===== config.mk =====
export PLATFORM = sky130hd
export DESIGN_NAME = usb_ep0_control_transfer_unit
export DESIGN_NICKNAME = d
export VERILOG_FILES = /design/src/sv/uecu_pkg.sv /design/src/sv/uecu_front.sv /design/src/sv/uecu_back.sv /design/src/sv/usb_ep0_control_transfer_unit.sv
export SDC_FILE = /design/constraint.sdc
export NUM_CORES = 1
export LEC_CHECK = 0
export ABC_AREA = 1
export BUFFER_PORTS_ARGS = -buffer_cell sky130_fd_sc_hd__buf_2
export CORE_UTILIZATION = 59
export DETAILED_ROUTE_END_ITERATION = 10
export PLACE_DENSITY_LB_ADDON = 0.12
export REMOVE_ABC_BUFFERS = 1
export SETUP_SLACK_MARGIN = 0.02
export SLEW_MARGIN = 20
export SYNTH_ARGS = -nofsm -noshare
export SYNTH_HDL_FRONTEND = slang
export SYNTH_SLANG_ARGS = --single-unit

===== constraint.sdc =====
create_clock -name clk -period 4.8 [get_ports clk]
set_clock_uncertainty 0.05 [all_clocks]
set_input_delay 0.48 -clock clk [delete_from_list [all_inputs] [get_ports clk]]
set_output_delay 0.48 -clock clk [all_outputs]
set_load 0.005 [all_outputs]

===== src/sv/uecu_pkg.sv =====
// Shared types, request codes and constants for the EP0 control transfer unit.
// No dependencies; used by every module of the unit.
`default_nettype none

package uecu_pkg;

  typedef enum logic [1:0] {
    FUNC_BUS_RESET = 2'd0,
    FUNC_SETUP     = 2'd1,
    FUNC_POLL      = 2'd2,
    FUNC_IN_DONE   = 2'd3
  } func_t;

  typedef enum logic [2:0] {
    CMD_NOP,
    CMD_BUS_RESET,
    CMD_START_IN,
    CMD_SET_ADDR,
    CMD_SET_CONFIG,
    CMD_SET_IDLE,
    CMD_POLL,
    CMD_IN_DONE
  } cmd_kind_t;

  typedef enum logic [2:0] {
    ST_SETUP    = 3'd0,
    ST_DATA_IN  = 3'd1,
    ST_IN_IDLE  = 3'd2,
    ST_STAT_OUT = 3'd3,
    ST_STAT_IN  = 3'd4,
    ST_IN_ZERO  = 3'd5
  } stage_t;

  typedef enum logic [1:0] {
    ACT_NONE      = 2'd0,
    ACT_WRITE_PKT = 2'd1,
    ACT_SET_ADDR  = 2'd2,
    ACT_OPEN_INT  = 2'd3
  } action_t;

  typedef enum logic [1:0] {
    PH_DEFAULT    = 2'd0,
    PH_ADDRESSED  = 2'd1,
    PH_CONFIGURED = 2'd2
  } phase_t;

  localparam logic [1:0] SRC_ZLP    = 2'd0;
  localparam logic [1:0] SRC_DEVICE = 2'd1;
  localparam logic [1:0] SRC_CONFIG = 2'd2;
  localparam logic [1:0] SRC_HID    = 2'd3;

  localparam logic [6:0] RT_STD_DEVICE  = 7'h00;
  localparam logic [6:0] RT_STD_IFACE   = 7'h01;
  localparam logic [6:0] RT_CLASS_IFACE = 7'h21;

  localparam logic [7:0] REQ_SET_ADDRESS       = 8'h05;
  localparam logic [7:0] REQ_GET_DESCRIPTOR    = 8'h06;
  localparam logic [7:0] REQ_SET_CONFIGURATION = 8'h09;
  localparam logic [7:0] REQ_SET_IDLE          = 8'h0A;

  localparam logic [7:0] DT_DEVICE     = 8'h01;
  localparam logic [7:0] DT_CONFIG     = 8'h02;
  localparam logic [7:0] DT_HID_REPORT = 8'h22;

  localparam logic [6:0] MAX_PKT_MIN   = 7'd8;
  localparam logic [6:0] MAX_PKT_MAX   = 7'd64;
  localparam logic [6:0] MAX_PKT_RESET = 7'd64;
  localparam logic [3:0] INT_EP_RESET  = 4'd1;

  localparam logic [1:0] CFG_MAX_PACKET   = 2'd0;
  localparam logic [1:0] CFG_HID_LENGTH   = 2'd1;
  localparam logic [1:0] CFG_INT_EP       = 2'd2;
  localparam logic [1:0] CFG_NOTIFY_EN    = 2'd3;

  // value carries transfer length, address or configuration value
  typedef struct packed {
    cmd_kind_t   kind;
    logic [1:0]  src;
    logic [15:0] value;
    logic [3:0]  endpoint;
  } cmd_t;

  typedef struct packed {
    action_t     action;
    logic [1:0]  pkt_source;
    logic [15:0] pkt_offset;
    logic [6:0]  pkt_length;
    logic [6:0]  dev_address;
    logic [15:0] config_number;
    phase_t      dev_phase;
    logic        notify;
    logic [3:0]  notify_endpoint;
  } result_t;

endpackage

`default_nettype wire


===== src/sv/uecu_front.sv =====
// Front end: accepts events, decodes setup requests into commands and
// queues them for the back end. Depends on uecu_pkg.
`default_nettype none

module uecu_front (
  input  wire logic           clk,
  input  wire logic           rst,
  input  wire logic           push,
  output logic                full,
  input  wire logic [1:0]     func,
  input  wire logic [7:0]     req_type,
  input  wire logic [7:0]     req_code,
  input  wire logic [15:0]    req_value,
  input  wire logic [15:0]    req_length,
  input  wire logic [3:0]     endpoint,
  input  wire logic [15:0]    hid_report_length,
  input  wire logic           cmd_pop,
  output logic                cmd_valid,
  output uecu_pkg::cmd_t      cmd
);

  uecu_pkg::cmd_t dec;
  uecu_pkg::cmd_t queue [2];
  logic           wr_ptr;
  logic           rd_ptr;
  logic [1:0]     count;
  logic           do_push;
  logic           do_pop;
  logic [6:0]     rt;
  logic [7:0]     dtype;

  assign rt    = req_type[6:0];
  assign dtype = req_value[15:8];

  always_comb begin
    dec          = '0;
    dec.kind     = uecu_pkg::CMD_NOP;
    dec.endpoint = endpoint;
    unique case (uecu_pkg::func_t'(func))
      uecu_pkg::FUNC_BUS_RESET: dec.kind = uecu_pkg::CMD_BUS_RESET;
      uecu_pkg::FUNC_POLL:      dec.kind = uecu_pkg::CMD_POLL;
      uecu_pkg::FUNC_IN_DONE:   dec.kind = uecu_pkg::CMD_IN_DONE;
      uecu_pkg::FUNC_SETUP: begin
        if (rt == uecu_pkg::RT_STD_DEVICE) begin
          if (req_code == uecu_pkg::REQ_GET_DESCRIPTOR) begin
            if (dtype == uecu_pkg::DT_DEVICE) begin
              dec.kind  = uecu_pkg::CMD_START_IN;
              dec.src   = uecu_pkg::SRC_DEVICE;
              dec.value = req_length;
            end else if (dtype == uecu_pkg::DT_CONFIG) begin
              dec.kind  = uecu_pkg::CMD_START_IN;
              dec.src   = uecu_pkg::SRC_CONFIG;
              dec.value = req_length;
            end
          end else if (req_code == uecu_pkg::REQ_SET_ADDRESS) begin
            dec.kind  = uecu_pkg::CMD_SET_ADDR;
            dec.value = req_value;
          end else if (req_code == uecu_pkg::REQ_SET_CONFIGURATION) begin
            dec.kind  = uecu_pkg::CMD_SET_CONFIG;
            dec.value = req_value;
          end
        end else if (rt == uecu_pkg::RT_CLASS_IFACE) begin
          if (req_code == uecu_pkg::REQ_SET_IDLE) dec.kind = uecu_pkg::CMD_SET_IDLE;
        end else if (rt == uecu_pkg::RT_STD_IFACE) begin
          if (req_code == uecu_pkg::REQ_GET_DESCRIPTOR &&
              dtype == uecu_pkg::DT_HID_REPORT) begin
            dec.kind  = uecu_pkg::CMD_START_IN;
            dec.src   = uecu_pkg::SRC_HID;
            dec.value = hid_report_length;
          end
        end
      end
      default: dec.kind = uecu_pkg::CMD_NOP;
    endcase
  end

  assign full      = (count == 2'd2);
  assign cmd_valid = (count != 2'd0);
  assign do_push   = push && !full;
  assign do_pop    = cmd_pop && cmd_valid;
  assign cmd       = queue[rd_ptr];

  always_ff @(posedge clk) begin
    if (do_push) queue[wr_ptr] <= dec;
  end

  always_ff @(posedge clk) begin
    if (rst) begin
      wr_ptr <= 1'b0;
      rd_ptr <= 1'b0;
      count  <= 2'd0;
    end else begin
      if (do_push) wr_ptr <= ~wr_ptr;
      if (do_pop) rd_ptr <= ~rd_ptr;
      unique case ({do_push, do_pop})
        2'b10:   count <= count + 2'd1;
        2'b01:   count <= count - 2'd1;
        default: count <= count;
      endcase
    end
  end

endmodule

`default_nettype wire


===== src/sv/uecu_back.sv =====
// Back end: executes queued commands against the EP0 transfer state and
// queues one result per command. Depends on uecu_pkg.
`default_nettype none

module uecu_back (
  input  wire logic           clk,
  input  wire logic           rst,
  input  wire logic           cmd_valid,
  input  wire uecu_pkg::cmd_t cmd,
  output logic                cmd_pop,
  input  wire logic [6:0]     ep0_max_packet,
  input  wire logic [3:0]     int_ep_number,
  input  wire logic           notify_enable,
  input  wire logic           pop,
  output logic                empty,
  output uecu_pkg::result_t   result
);

  uecu_pkg::stage_t  stage, stage_next;
  uecu_pkg::phase_t  phase, phase_next;
  logic [15:0]       remaining, remaining_next;
  logic [15:0]       read_offset, read_offset_next;
  logic [1:0]        source_sel, source_sel_next;
  logic [15:0]       config_reg, config_reg_next;
  uecu_pkg::result_t res;
  uecu_pkg::result_t queue [2];
  logic              wr_ptr;
  logic              rd_ptr;
  logic [1:0]        out_count;
  logic              fire;
  logic              do_pop;
  logic [6:0]        mp;
  logic [6:0]        n;

  always_comb begin
    if (ep0_max_packet < uecu_pkg::MAX_PKT_MIN) mp = uecu_pkg::MAX_PKT_MIN;
    else if (ep0_max_packet > uecu_pkg::MAX_PKT_MAX) mp = uecu_pkg::MAX_PKT_MAX;
    else mp = ep0_max_packet;
  end

  assign n = (remaining < {9'd0, mp}) ? remaining[6:0] : mp;

  assign fire    = cmd_valid && (out_count != 2'd2);
  assign cmd_pop = fire;

  always_comb begin
    stage_next       = stage;
    phase_next       = phase;
    remaining_next   = remaining;
    read_offset_next = read_offset;
    source_sel_next  = source_sel;
    config_reg_next  = config_reg;
    res              = '0;
    res.action       = uecu_pkg::ACT_NONE;
    unique case (cmd.kind)
      uecu_pkg::CMD_BUS_RESET: begin
        remaining_next   = '0;
        read_offset_next = '0;
        source_sel_next  = '0;
        config_reg_next  = '0;
        phase_next       = uecu_pkg::PH_DEFAULT;
        stage_next       = uecu_pkg::ST_SETUP;
        res.action       = uecu_pkg::ACT_SET_ADDR;
      end
      uecu_pkg::CMD_START_IN: begin
        source_sel_next  = cmd.src;
        read_offset_next = '0;
        remaining_next   = cmd.value;
        stage_next       = uecu_pkg::ST_DATA_IN;
      end
      uecu_pkg::CMD_SET_ADDR: begin
        res.action      = uecu_pkg::ACT_SET_ADDR;
        res.dev_address = cmd.value[6:0];
        phase_next      = uecu_pkg::PH_ADDRESSED;
        stage_next      = uecu_pkg::ST_STAT_IN;
      end
      uecu_pkg::CMD_SET_CONFIG: begin
        config_reg_next     = cmd.value;
        res.action          = uecu_pkg::ACT_OPEN_INT;
        res.notify_endpoint = int_ep_number;
        phase_next          = uecu_pkg::PH_CONFIGURED;
        stage_next          = uecu_pkg::ST_STAT_IN;
      end
      uecu_pkg::CMD_SET_IDLE: stage_next = uecu_pkg::ST_STAT_IN;
      uecu_pkg::CMD_POLL: begin
        unique case (stage)
          uecu_pkg::ST_DATA_IN: begin
            res.action       = uecu_pkg::ACT_WRITE_PKT;
            res.pkt_source   = source_sel;
            res.pkt_offset   = read_offset;
            res.pkt_length   = n;
            remaining_next   = remaining - {9'd0, n};
            read_offset_next = read_offset + {9'd0, n};
            if (remaining_next != 16'd0) stage_next = uecu_pkg::ST_IN_IDLE;
            else if (n == mp) stage_next = uecu_pkg::ST_IN_ZERO;
            else stage_next = uecu_pkg::ST_STAT_OUT;
          end
          uecu_pkg::ST_STAT_OUT: stage_next = uecu_pkg::ST_SETUP;
          uecu_pkg::ST_STAT_IN: begin
            res.action     = uecu_pkg::ACT_WRITE_PKT;
            res.pkt_source = uecu_pkg::SRC_ZLP;
            stage_next     = uecu_pkg::ST_SETUP;
          end
          default: stage_next = stage;
        endcase
      end
      uecu_pkg::CMD_IN_DONE: begin
        if (remaining != 16'd0) begin
          stage_next = uecu_pkg::ST_DATA_IN;
        end else if (stage == uecu_pkg::ST_IN_ZERO) begin
          res.action     = uecu_pkg::ACT_WRITE_PKT;
          res.pkt_source = uecu_pkg::SRC_ZLP;
          stage_next     = uecu_pkg::ST_STAT_OUT;
        end
        if (notify_enable) begin
          res.notify          = 1'b1;
          res.notify_endpoint = cmd.endpoint;
        end
      end
      default: stage_next = stage;
    endcase
    res.config_number = config_reg_next;
    res.dev_phase     = phase_next;
  end

  always_ff @(posedge clk) begin
    if (rst) begin
      stage       <= uecu_pkg::ST_SETUP;
      phase       <= uecu_pkg::PH_DEFAULT;
      remaining   <= '0;
      read_offset <= '0;
      source_sel  <= '0;
      config_reg  <= '0;
    end else if (fire) begin
      stage       <= stage_next;
      phase       <= phase_next;
      remaining   <= remaining_next;
      read_offset <= read_offset_next;
      source_sel  <= source_sel_next;
      config_reg  <= config_reg_next;
    end
  end

  assign empty  = (out_count == 2'd0);
  assign do_pop = pop && !empty;
  assign result = queue[rd_ptr];

  always_ff @(posedge clk) begin
    if (fire) queue[wr_ptr] <= res;
  end

  always_ff @(posedge clk) begin
    if (rst) begin
      wr_ptr    <= 1'b0;
      rd_ptr    <= 1'b0;
      out_count <= 2'd0;
    end else begin
      if (fire) wr_ptr <= ~wr_ptr;
      if (do_pop) rd_ptr <= ~rd_ptr;
      unique case ({fire, do_pop})
        2'b10:   out_count <= out_count + 2'd1;
        2'b01:   out_count <= out_count - 2'd1;
        default: out_count <= out_count;
      endcase
    end
  end

  a_count_range: assert property (@(posedge clk) disable iff (rst)
    out_count != 2'd3)
    else $error("result queue count out of range");

  a_bus_reset: assert property (@(posedge clk) disable iff (rst)
    fire && cmd.kind == uecu_pkg::CMD_BUS_RESET |=>
      stage == uecu_pkg::ST_SETUP && remaining == 16'd0 &&
      phase == uecu_pkg::PH_DEFAULT && config_reg == 16'd0)
    else $error("bus reset did not clear transfer state");

  a_poll_conserve: assert property (@(posedge clk) disable iff (rst)
    fire && cmd.kind == uecu_pkg::CMD_POLL && stage == uecu_pkg::ST_DATA_IN |=>
      (remaining + read_offset) == ($past(remaining) + $past(read_offset)))
    else $error("data packet lost or invented bytes");

  a_idle_pending: assert property (@(posedge clk) disable iff (rst)
    stage == uecu_pkg::ST_IN_IDLE |-> remaining != 16'd0)
    else $error("data stage idle with nothing left");

endmodule

`default_nettype wire


===== src/sv/usb_ep0_control_transfer_unit.sv =====
// Top level of the EP0 control transfer unit: configuration registers,
// front end decoder and back end executor. Depends on uecu_pkg, uecu_front, uecu_back.
`default_nettype none

// Takes one event per clock while full is low (bus reset, setup, poll, IN
// complete) and gives exactly one result per event, in order. A result passes
// through the command queue and the result queue before it shows on the result
// ports; the sustained rate is one event per cycle while results are popped.
// A two-entry queue sits between the decoder and the executor and another one
// before the result ports, so either side may stall. Configuration is written
// through cfg_valid/cfg_ready, always ready, and should only change while no
// events are in flight.
module usb_ep0_control_transfer_unit (
  input  wire logic        clk,
  input  wire logic        rst,
  input  wire logic        push,
  output logic             full,
  input  wire logic [1:0]  func,
  input  wire logic [7:0]  req_type,
  input  wire logic [7:0]  req_code,
  input  wire logic [15:0] req_value,
  input  wire logic [15:0] req_length,
  input  wire logic [3:0]  endpoint,
  output logic             empty,
  input  wire logic        pop,
  output logic [1:0]       action,
  output logic [1:0]       pkt_source,
  output logic [15:0]      pkt_offset,
  output logic [6:0]       pkt_length,
  output logic [6:0]       dev_address,
  output logic [15:0]      config_number,
  output logic [1:0]       dev_phase,
  output logic             notify,
  output logic [3:0]       notify_endpoint,
  input  wire logic        cfg_valid,
  output logic             cfg_ready,
  input  wire logic [1:0]  cfg_addr,
  input  wire logic [15:0] cfg_data
);

  logic [6:0]        ep0_max_packet;
  logic [15:0]       hid_report_length;
  logic [3:0]        int_ep_number;
  logic              notify_enable;
  logic              cmd_valid;
  logic              cmd_pop;
  uecu_pkg::cmd_t    cmd;
  uecu_pkg::result_t result;

  assign cfg_ready = 1'b1;

  always_ff @(posedge clk) begin
    if (rst) begin
      ep0_max_packet    <= uecu_pkg::MAX_PKT_RESET;
      hid_report_length <= '0;
      int_ep_number     <= uecu_pkg::INT_EP_RESET;
      notify_enable     <= 1'b0;
    end else if (cfg_valid && cfg_ready) begin
      unique case (cfg_addr)
        uecu_pkg::CFG_MAX_PACKET: ep0_max_packet    <= cfg_data[6:0];
        uecu_pkg::CFG_HID_LENGTH: hid_report_length <= cfg_data;
        uecu_pkg::CFG_INT_EP:     int_ep_number     <= cfg_data[3:0];
        uecu_pkg::CFG_NOTIFY_EN:  notify_enable     <= cfg_data[0];
        default:                  notify_enable     <= notify_enable;
      endcase
    end
  end

  uecu_front u_front (
    .clk               (clk),
    .rst               (rst),
    .push              (push),
    .full              (full),
    .func              (func),
    .req_type          (req_type),
    .req_code          (req_code),
    .req_value         (req_value),
    .req_length        (req_length),
    .endpoint          (endpoint),
    .hid_report_length (hid_report_length),
    .cmd_pop           (cmd_pop),
    .cmd_valid         (cmd_valid),
    .cmd               (cmd)
  );

  uecu_back u_back (
    .clk            (clk),
    .rst            (rst),
    .cmd_valid      (cmd_valid),
    .cmd            (cmd),
    .cmd_pop        (cmd_pop),
    .ep0_max_packet (ep0_max_packet),
    .int_ep_number  (int_ep_number),
    .notify_enable  (notify_enable),
    .pop            (pop),
    .empty          (empty),
    .result         (result)
  );

  assign action          = result.action;
  assign pkt_source      = result.pkt_source;
  assign pkt_offset      = result.pkt_offset;
  assign pkt_length      = result.pkt_length;
  assign dev_address     = result.dev_address;
  assign config_number   = result.config_number;
  assign dev_phase       = result.dev_phase;
  assign notify          = result.notify;
  assign notify_endpoint = result.notify_endpoint;

endmodule

`default_nettype wire

Yosys cells after proc, flatten, opt, wreduce, memory -nomap -nowiden:

Memory sizes are Yosys's and may differ from the RTL's. A register that Yosys moved wholly into a read port is not among the register bits.
Index checks and enable logic that the tools add are counted.

* add/sub/neg operators: 6
* magnitude comparators: 3
* equal/unequal tests: 36
* muxes and demuxes: 54
* bitwise gates (word level): 4
* reduce and logical (&&, ||, !) cells: 32

Operators with widths (count)
* $mux W16: 5
* $pmux W16 S2: 2
* $mux W20: 3
* $pmux W16 S3: 1
* $mux W23: 2
* $mux W21: 2
* $mux W18: 2
* $reduce_bool A16 Y1: 2
* $mux W3: 10
* $mux W7: 4
* $eq A3 B3 Y1 const B: 6
* $add A16 B7 Y16: 1
* $eq A8 B3 Y1 const B: 2
* $eq A8 B4 Y1 const B: 2
* $lt A16 B7 Y1: 1
* $pmux W2 S2: 4
* $sub A16 B7 Y16: 1
* $pmux W3 S5: 1
* $eq A2 B2 Y1 const B: 7
* $pmux W3 S2: 2
* $pmux W3 S4: 1
* $reduce_and A2 Y1: 5
* $reduce_bool A2 Y1: 5
* $eq A3 B2 Y1 const B: 3
* other kinds (33): 61

* register bits: 91
* memory bits (writable): 164
* input bits: 77
* output and inout port bits: 60
* word-level logic and storage cells: 153
* memories kept: 2

Memory list
* u_back.queue: words 2, width 57, rd ports 1, clocked after memory_dff 1, write ports 1, line uecu_back.sv:26 `uecu_pkg::result_t queue [2];`
* u_front.queue: words 2, width 25, rd ports 1, clocked after memory_dff 1, write ports 1, line uecu_front.sv:23 `uecu_pkg::cmd_t queue [2];`

Longest topological paths before layout:

* depth in word-level cells: 10
* mapped depth: 33
* gate-level depth less buffers: 33

Cells and area by module:

Synthesis repeated with hierarchy kept, for this count alone.

* cell total of the unflattened synthesis: 1408
* area total of the unflattened synthesis: 12768.5 um^2

By module, submodules not included
* uecu_back: instances 1, cells an instance 892, area an instance 8510.7 um^2, sequential area each 4624.4 um^2
* uecu_front: instances 1, cells an instance 334, area an instance 3054.2 um^2, sequential area each 1601.5 um^2
* usb_ep0_control_transfer_unit: instances 1, cells an instance 182, area an instance 1203.7 um^2, sequential area each 560.5 um^2

Least setup slack after synthesis:

No wires, ideal clock.

* path kind: register to register
* from: reg u_front.count[0]
* to: mem u_back.queue[0][0] in the netlist's numbering, enable pin
* setup time: 0.472 ns
* data arrival time: 3.387 ns
* data required time: 4.278 ns
* slack: 0.891 ns
* cell stages (with the launch flop): 5
* path buffers: 2
* period minus slack after synthesis: 3.909 ns
* cells stage by stage: dfxtp_1 o22ai_1 clkbuf_1 clkbuf_1 nor2_1

* longest elaborated chain between the ends: 4

RTL lines
* start: declaration: line uecu_front.sv:26 `logic [1:0] count;`
* start signal: assignment: line uecu_front.sv:96 `2'b10: count <= count + 2'd1;`
* start signal: assignment: line uecu_front.sv:97 `2'b01: count <= count - 2'd1;`
* start signal: assignment: line uecu_front.sv:98 `default: count <= count;`
* $reduce_bool A2 Y1: line uecu_front.sv:78 `assign cmd_valid = (count != 2'd0);`
* $logic_and A1 B1 Y1: line uecu_back.sv:43 `assign fire = cmd_valid && (out_count != 2'd2);`
* $mux W1: line uecu_back.sv:149 `if (fire) queue[wr_ptr] <= res;`
* $mux W1 (implied by the code): line uecu_back.sv:149
* end: declaration: line uecu_back.sv:26

Every way passes these cells.

Worst setup path after layout:

* from: reg ep0_max_packet[5]
* to: reg u_back.stage[2]

* longest elaborated chain between the ends: 10
* elaborated cells between the ends (all ways): 13
* those cells by class: add/sub: 1; order compare: 3; eq/ne: 1; mux: 7; reduce/logical: 1

RTL lines
* start: declaration: line usb_ep0_control_transfer_unit.sv:41 `logic [6:0] ep0_max_packet;`
* start signal: assignment: line usb_ep0_control_transfer_unit.sv:54 `ep0_max_packet <= uecu_pkg::MAX_PKT_RESET;`
* start signal: assignment: line usb_ep0_control_transfer_unit.sv:60 `uecu_pkg::CFG_MAX_PACKET: ep0_max_packet <= cfg_data[6:0];`
* $gt A7 B7 Y1: line uecu_back.sv:37 `else if (ep0_max_packet > uecu_pkg::MAX_PKT_MAX) mp = uecu_pkg::MAX_PKT_MAX;`
* $mux W7: line uecu_back.sv:37
* $mux W7 (*): line uecu_back.sv:36 `if (ep0_max_packet < uecu_pkg::MAX_PKT_MIN) mp = uecu_pkg::MAX_PKT_MIN;`
* $lt A16 B7 Y1: line uecu_back.sv:41 `assign n = (remaining < {9'd0, mp}) ? remaining[6:0] : mp;`
* $mux W7: line uecu_back.sv:41
* $sub A16 B7 Y16 or $eq A7 B7 Y1 (tied branches): line uecu_back.sv:92, uecu_back.sv:95
* $reduce_bool A16 Y1 or $mux W3 (tied branches): line uecu_back.sv:94, uecu_back.sv:95
* $mux W3 (*): line uecu_back.sv:94 `if (remaining_next != 16'd0) stage_next = uecu_pkg::ST_IN_IDLE;`
* $pmux W3 S2 (*): line uecu_back.sv:86 `unique case (stage)`
* $pmux W3 S5 (*): line uecu_back.sv:55 `unique case (cmd.kind)`
* end signal: assignment: line uecu_back.sv:128 `stage <= uecu_pkg::ST_SETUP;`
* end signal: assignment: line uecu_back.sv:135 `stage <= stage_next;`
* end: declaration: line uecu_back.sv:19 `uecu_pkg::stage_t stage, stage_next;`

Mark *: on every way between the ends. The rest lies on a longest branch, timed or not.
A chain may end at the register's enable or synchronous reset.

==> tab_implementation.tex <==
\begin{tabular}{lr}
\hline
Metric & Value \\
\hline
\multicolumn{2}{l}{\textbf{Outcome}} \\
\quad Result of the run & completed \\
\multicolumn{2}{l}{\textbf{Critical path}} \\
\quad Nature of the critical path startpoint & flop \\
\quad Required time worst endpoint & around 5.2 ns \\
\quad Worst Path Arrival & approximately 4.7 ns \\
\quad Crit path max fanout & 8 \\
\quad Critical path class & flop to flop \\
\quad Crit path capture type & flop \\
\multicolumn{2}{l}{\textbf{Floorplanning}} \\
\quad Total number of placement rows & 52 \\
\quad Area inside the core boundary & roughly 20000 um\^{}2 \\
\quad Ports & around 140 \\
\quad Initial standard-cell utilization of the core & between 60\% and 70\% \\
\quad DIE WIDTH & 147 um \\
\quad Vert. Die Dim & roughly 150 um \\
\quad Total Die Area & 21700 um\^{}2 \\
\multicolumn{2}{l}{\textbf{Timing}} \\
\quad Final-report setup violation count & 0 \\
\quad Least-Margin Pin Slew & 1.08 ns \\
\quad Number of hold violations in the final report & 0 \\
\quad Tightest slew margin relative to the limit & about 28\% \\
\quad Accumulated negative setup slack & 0 ns \\
\quad Post-route minimum period & around 4.2 ns \\
\quad Final period utilization & between 80 and 90\% \\
\quad Setup repair after global routing missed its margin & no \\
\quad Highest clock rate & 235 MHz \\
\quad Pins Over Slew Limit & 0 \\
\multicolumn{2}{l}{\textbf{Detailed routing}} \\
\quad Average wire length per cell after detail routing & around 15 um \\
\quad Average vias per placed instance & roughly 5.4 \\
\quad Total Wirelength & approximately 27000 um \\
\quad Number of antenna-violating nets in the routed design & 0 \\
\quad Count of routing violations after the opening detailed-route iteration & 515 \\
\quad Vias after detailed routing & $\sim$9.7k \\
\quad Number of remaining DRC errors & 0 \\
\quad First drt pass iteration count & 5 \\
\multicolumn{2}{l}{\textbf{CTS}} \\
\quad Buffers inserted during post-CTS setup optimization & 0 \\
\quad Post-CTS Resized & 0 \\
\quad Htree depth & 1 \\
\quad Total number of clock tree sinks & roughly 260 \\
\quad TritonCTS clock tree & built \\
\quad Number of hold-repair buffers added at the cts stage & 0 \\
\quad Cell at the root of the clock tree & sky130\_fd\_sc\_hd\_\_clkbuf\_16 \\
\quad Register clock-pin slew on the reported worst setup and hold paths & roughly 0.060 ns \\
\quad Clock insertion delay at the later pin of the skew report & between 0.5 and 0.6 ns \\
\quad Clock buffer count from CTS & 26 \\
\quad Maximum root-to-sink buffer count & 3 \\
\multicolumn{2}{l}{\textbf{Power and ir drop}} \\
\quad Internal power & slightly above 5000 uW \\
\quad Sw frac & 35.9\% \\
\quad Areal power density over the cells & approximately 570 nW/um\^{}2 \\
\quad Seq pwr share & between 40\% and 50\% \\
\quad Portion of total power attributed to the clock network & about a quarter \\
\quad Worst vdd ir & between 0.3 and 0.4 mV \\
\quad Lkg Pwr & roughly 0.0059 uW \\
\quad Overall power after layout & approximately 8000 uW \\
\quad Power spent charging and discharging nets & $\sim$2900 uW \\
\quad Power share of the combinational group & a little over a third \\
\multicolumn{2}{l}{\textbf{Synth}} \\
\quad Post-synthesis instance area & about 12000 um\^{}2 \\
\quad Dominant cell by count in the synthesized netlist & sky130\_fd\_sc\_hd\_\_nand2\_1 \\
\quad Area share of the largest cell type after synthesis & between 30\% and 40\% \\
\quad Number of warnings reported in the yosys synthesis log & 0 \\
\quad Top cells by area, synth & sky130\_fd\_sc\_hd\_\_edfxtp\_1, sky130\_fd\_sc\_hd\_\_dfxtp\_1, sky130\_fd\_sc\_hd\_\_nand2\_1 \\
\quad Seq/Total Area, Yosys & a little over half \\
\quad Share of async-settable or async-resettable flops after synthesis & 0\% \\
\quad Cell accounting for the most synthesized area & sky130\_fd\_sc\_hd\_\_edfxtp\_1 \\
\quad Seq cells post-synth & roughly 260 \\
\quad Most frequent cells after synthesis & sky130\_fd\_sc\_hd\_\_nand2\_1, sky130\_fd\_sc\_hd\_\_inv\_1, sky130\_fd\_sc\_hd\_\_edfxtp\_1 \\
\quad Avg Cell Area, Syn & around 9 um\^{}2 \\
\quad Number of instances in the synthesized netlist & between 1k and 1.5k \\
\quad Ys flop type & sky130\_fd\_sc\_hd\_\_edfxtp\_1 \\
\quad Distinct cell type count of the synthesized netlist & 52 \\
\quad Count of flip-flops with a built-in enable after synthesis & $\sim$160 \\
\multicolumn{2}{l}{\textbf{Place}} \\
\quad Cell count after placement & roughly 1.7k \\
\quad Last weighted congestion value of the routability-driven placer & around 0.9 \\
\quad Detailed-placement wirelength estimate & 18900 um \\
\quad Port Buf Inserts & 134 \\
\multicolumn{2}{l}{\textbf{Run}} \\
\quad Reported max-cap violation count & 0 \\
\multicolumn{2}{l}{\textbf{Global route}} \\
\quad Overall track demand over capacity in global routing & roughly a quarter \\
\quad Wire length of the first global-routing pass & about 44000 um \\
\quad Vias in the first global route & about 9k \\
\quad Grt ovf & 0 \\
\quad Maximum number of pins on one net before global-route repair & 48 \\
\quad Number of antenna violations at the first check in global routing & 0 \\
\multicolumn{2}{l}{\textbf{Final layout}} \\
\quad Register with the highest flop count & u\_back.queue \\
\quad Final standard cell count with taps included and fillers excluded & approximately 1.8k \\
\quad Largest registers & u\_back.queue (114), u\_front.queue (50) \\
\quad Area Overhead vs Synth & 14.0\% \\
\quad Count of fill cells added during filler insertion & between 1.5k and 2k \\
\quad \# nets final & approximately 1.6k \\
\quad Total inserted antenna cells & 0 \\
\quad Flip-flop count of the largest register after layout & 114 \\
\quad Ratio of cells with drive above 1 in the final layout & between 10\% and 20\% \\
\multicolumn{2}{l}{\textbf{Worst hold path}} \\
\quad Worst Hold Class & primary input to flop \\
\hline
\end{tabular}
-- kinds of logic after synthesis --
logic type,share of synthesized area (%)
fa+ha+maj,2.53
mux,5.56
compound gates,11.1
flops,54.5
simple gates,18.3
other cells,0.0301
xor+xnor,0.352
buf+inv,7.57
-- metrics by stage --
step                      hold slack, ns  util [%]  area, um^2  setup slack (ns)
after global routing              0.0905      69.5       14200            0.0382
final                             0.0927      69.5       14200             0.551
after global placement             0.383      65.4       13400             0.494
after detailed placement           0.387      65.4       13400             0.440
after CTS                         0.0794      69.3       14200             0.397
after floorplan                    0.376         -       12200             0.621
-- per-layer routing --
metal / vias up / wire [um] / global-route usage, %
li1: 4872 / - / -
met3: 47 / 1550 / 3.70
met4: 0 / 644 / 7.94
met5: - / 0 / 0
met2: 331 / 13100 / 43.7
met1: 4449 / 11900 / 32.6
-- worst max-delay path: stages, from the launching register on --
cell and delay (ns):
sky130_fd_sc_hd__dfxtp_1 0.30, sky130_fd_sc_hd__inv_1 0.11, sky130_fd_sc_hd__nand3_2 0.16, sky130_fd_sc_hd__inv_1 0.08
sky130_fd_sc_hd__nand2_1 0.05, sky130_fd_sc_hd__nand2_1 0.09, sky130_fd_sc_hd__o21ai_0 0.16, sky130_fd_sc_hd__ha_1 0.35
sky130_fd_sc_hd__a21oi_1 0.14, sky130_fd_sc_hd__nand2_1 0.10, sky130_fd_sc_hd__a21boi_4 0.24, sky130_fd_sc_hd__or2_2 0.16
sky130_fd_sc_hd__o21ai_2 0.07, sky130_fd_sc_hd__ha_1 0.24, sky130_fd_sc_hd__fa_1 0.46, sky130_fd_sc_hd__inv_1 0.08
sky130_fd_sc_hd__nand3_1 0.07, sky130_fd_sc_hd__nand3_1 0.12, sky130_fd_sc_hd__nand2_1 0.17, sky130_fd_sc_hd__nand3b_1 0.13
sky130_fd_sc_hd__nand2_1 0.08, sky130_fd_sc_hd__nor2_1 0.11, sky130_fd_sc_hd__nand2_1 0.11, sky130_fd_sc_hd__nor3_2 0.19
sky130_fd_sc_hd__nand4_1 0.11, sky130_fd_sc_hd__nand2_1 0.09, sky130_fd_sc_hd__nand2_1 0.05, sky130_fd_sc_hd__a21oi_1 0.12
-- cell type report --
class | count | area, um^2 | area share, %
flip-flops and latches | 257 | 6790 | 47.8
inverters | 192 | 721 | 5.08
clock buffers | 32 | 714 | 5.04
repair buffers | 147 | 768 | 5.41
multi-input cells | 881 | 4770 | 33.6
well taps | 270 | 338 | 2.38
clock inverters | 16 | 90.1 | 0.635
-- path summary, 6_finish.rpt --
kind | from | endpoint | slack, ns | cells past startpoint
setup / recovery | ep0_max_packet[5] | u_back.stage[2] | 0.55 | 27
hold / removal | endpoint[0] | u_front.queue[0][0] | 0.09 | 1
setup reg to reg | ep0_max_packet[5] | u_back.stage[2] | 0.55 | 27
hold reg to reg | u_back.rd_ptr | flop | 0.40 | 1
-- layout by cell type (no fill, tap or decap), types with 3 or more instances in the layout --
cell type,n
sky130_fd_sc_hd__a21oi_1,99
sky130_fd_sc_hd__nand3b_1,4
sky130_fd_sc_hd__clkbuf_16,27
sky130_fd_sc_hd__clkinvlp_4,4
sky130_fd_sc_hd__xor2_1,3
sky130_fd_sc_hd__nor2_4,3
sky130_fd_sc_hd__nand2_1,271
sky130_fd_sc_hd__inv_2,8
sky130_fd_sc_hd__nand2_2,4
sky130_fd_sc_hd__o21ai_2,4
sky130_fd_sc_hd__mux2_2,57
sky130_fd_sc_hd__o211ai_1,3
sky130_fd_sc_hd__clkbuf_1,3
sky130_fd_sc_hd__inv_1,181
sky130_fd_sc_hd__or2_2,3
sky130_fd_sc_hd__dfxtp_1,92
sky130_fd_sc_hd__nand4_1,14
sky130_fd_sc_hd__nor3_1,13
sky130_fd_sc_hd__o32ai_1,8
sky130_fd_sc_hd__mux2i_1,5
sky130_fd_sc_hd__nand3_1,62
sky130_fd_sc_hd__o21ai_1,8
sky130_fd_sc_hd__o22ai_1,16
sky130_fd_sc_hd__nor2_2,4
sky130_fd_sc_hd__a31oi_1,5
sky130_fd_sc_hd__o21ai_0,90
sky130_fd_sc_hd__buf_2,134
sky130_fd_sc_hd__nor2_1,150
sky130_fd_sc_hd__clkinv_2,8
sky130_fd_sc_hd__ha_1,22
sky130_fd_sc_hd__clkinv_1,6
sky130_fd_sc_hd__edfxtp_1,164
sky130_fd_sc_hd__buf_4,13
sky130_fd_sc_hd__nor4_1,5
-- power groups by stage --
| stage | registers, uW | clock network [uW] | logic [uW] |
|---|---|---|---|
| after floorplan | 3340 | 0 | 1830 |
| final | 3280 | 1900 | 2850 |
| after global routing | 3330 | 2020 | 3170 |
| after detailed placement | 3330 | 0 | 2840 |
| after global placement | 3290 | 0 | 2780 |
| after CTS | 3280 | 1930 | 2850 |
(Power assumes the default switching activity.)
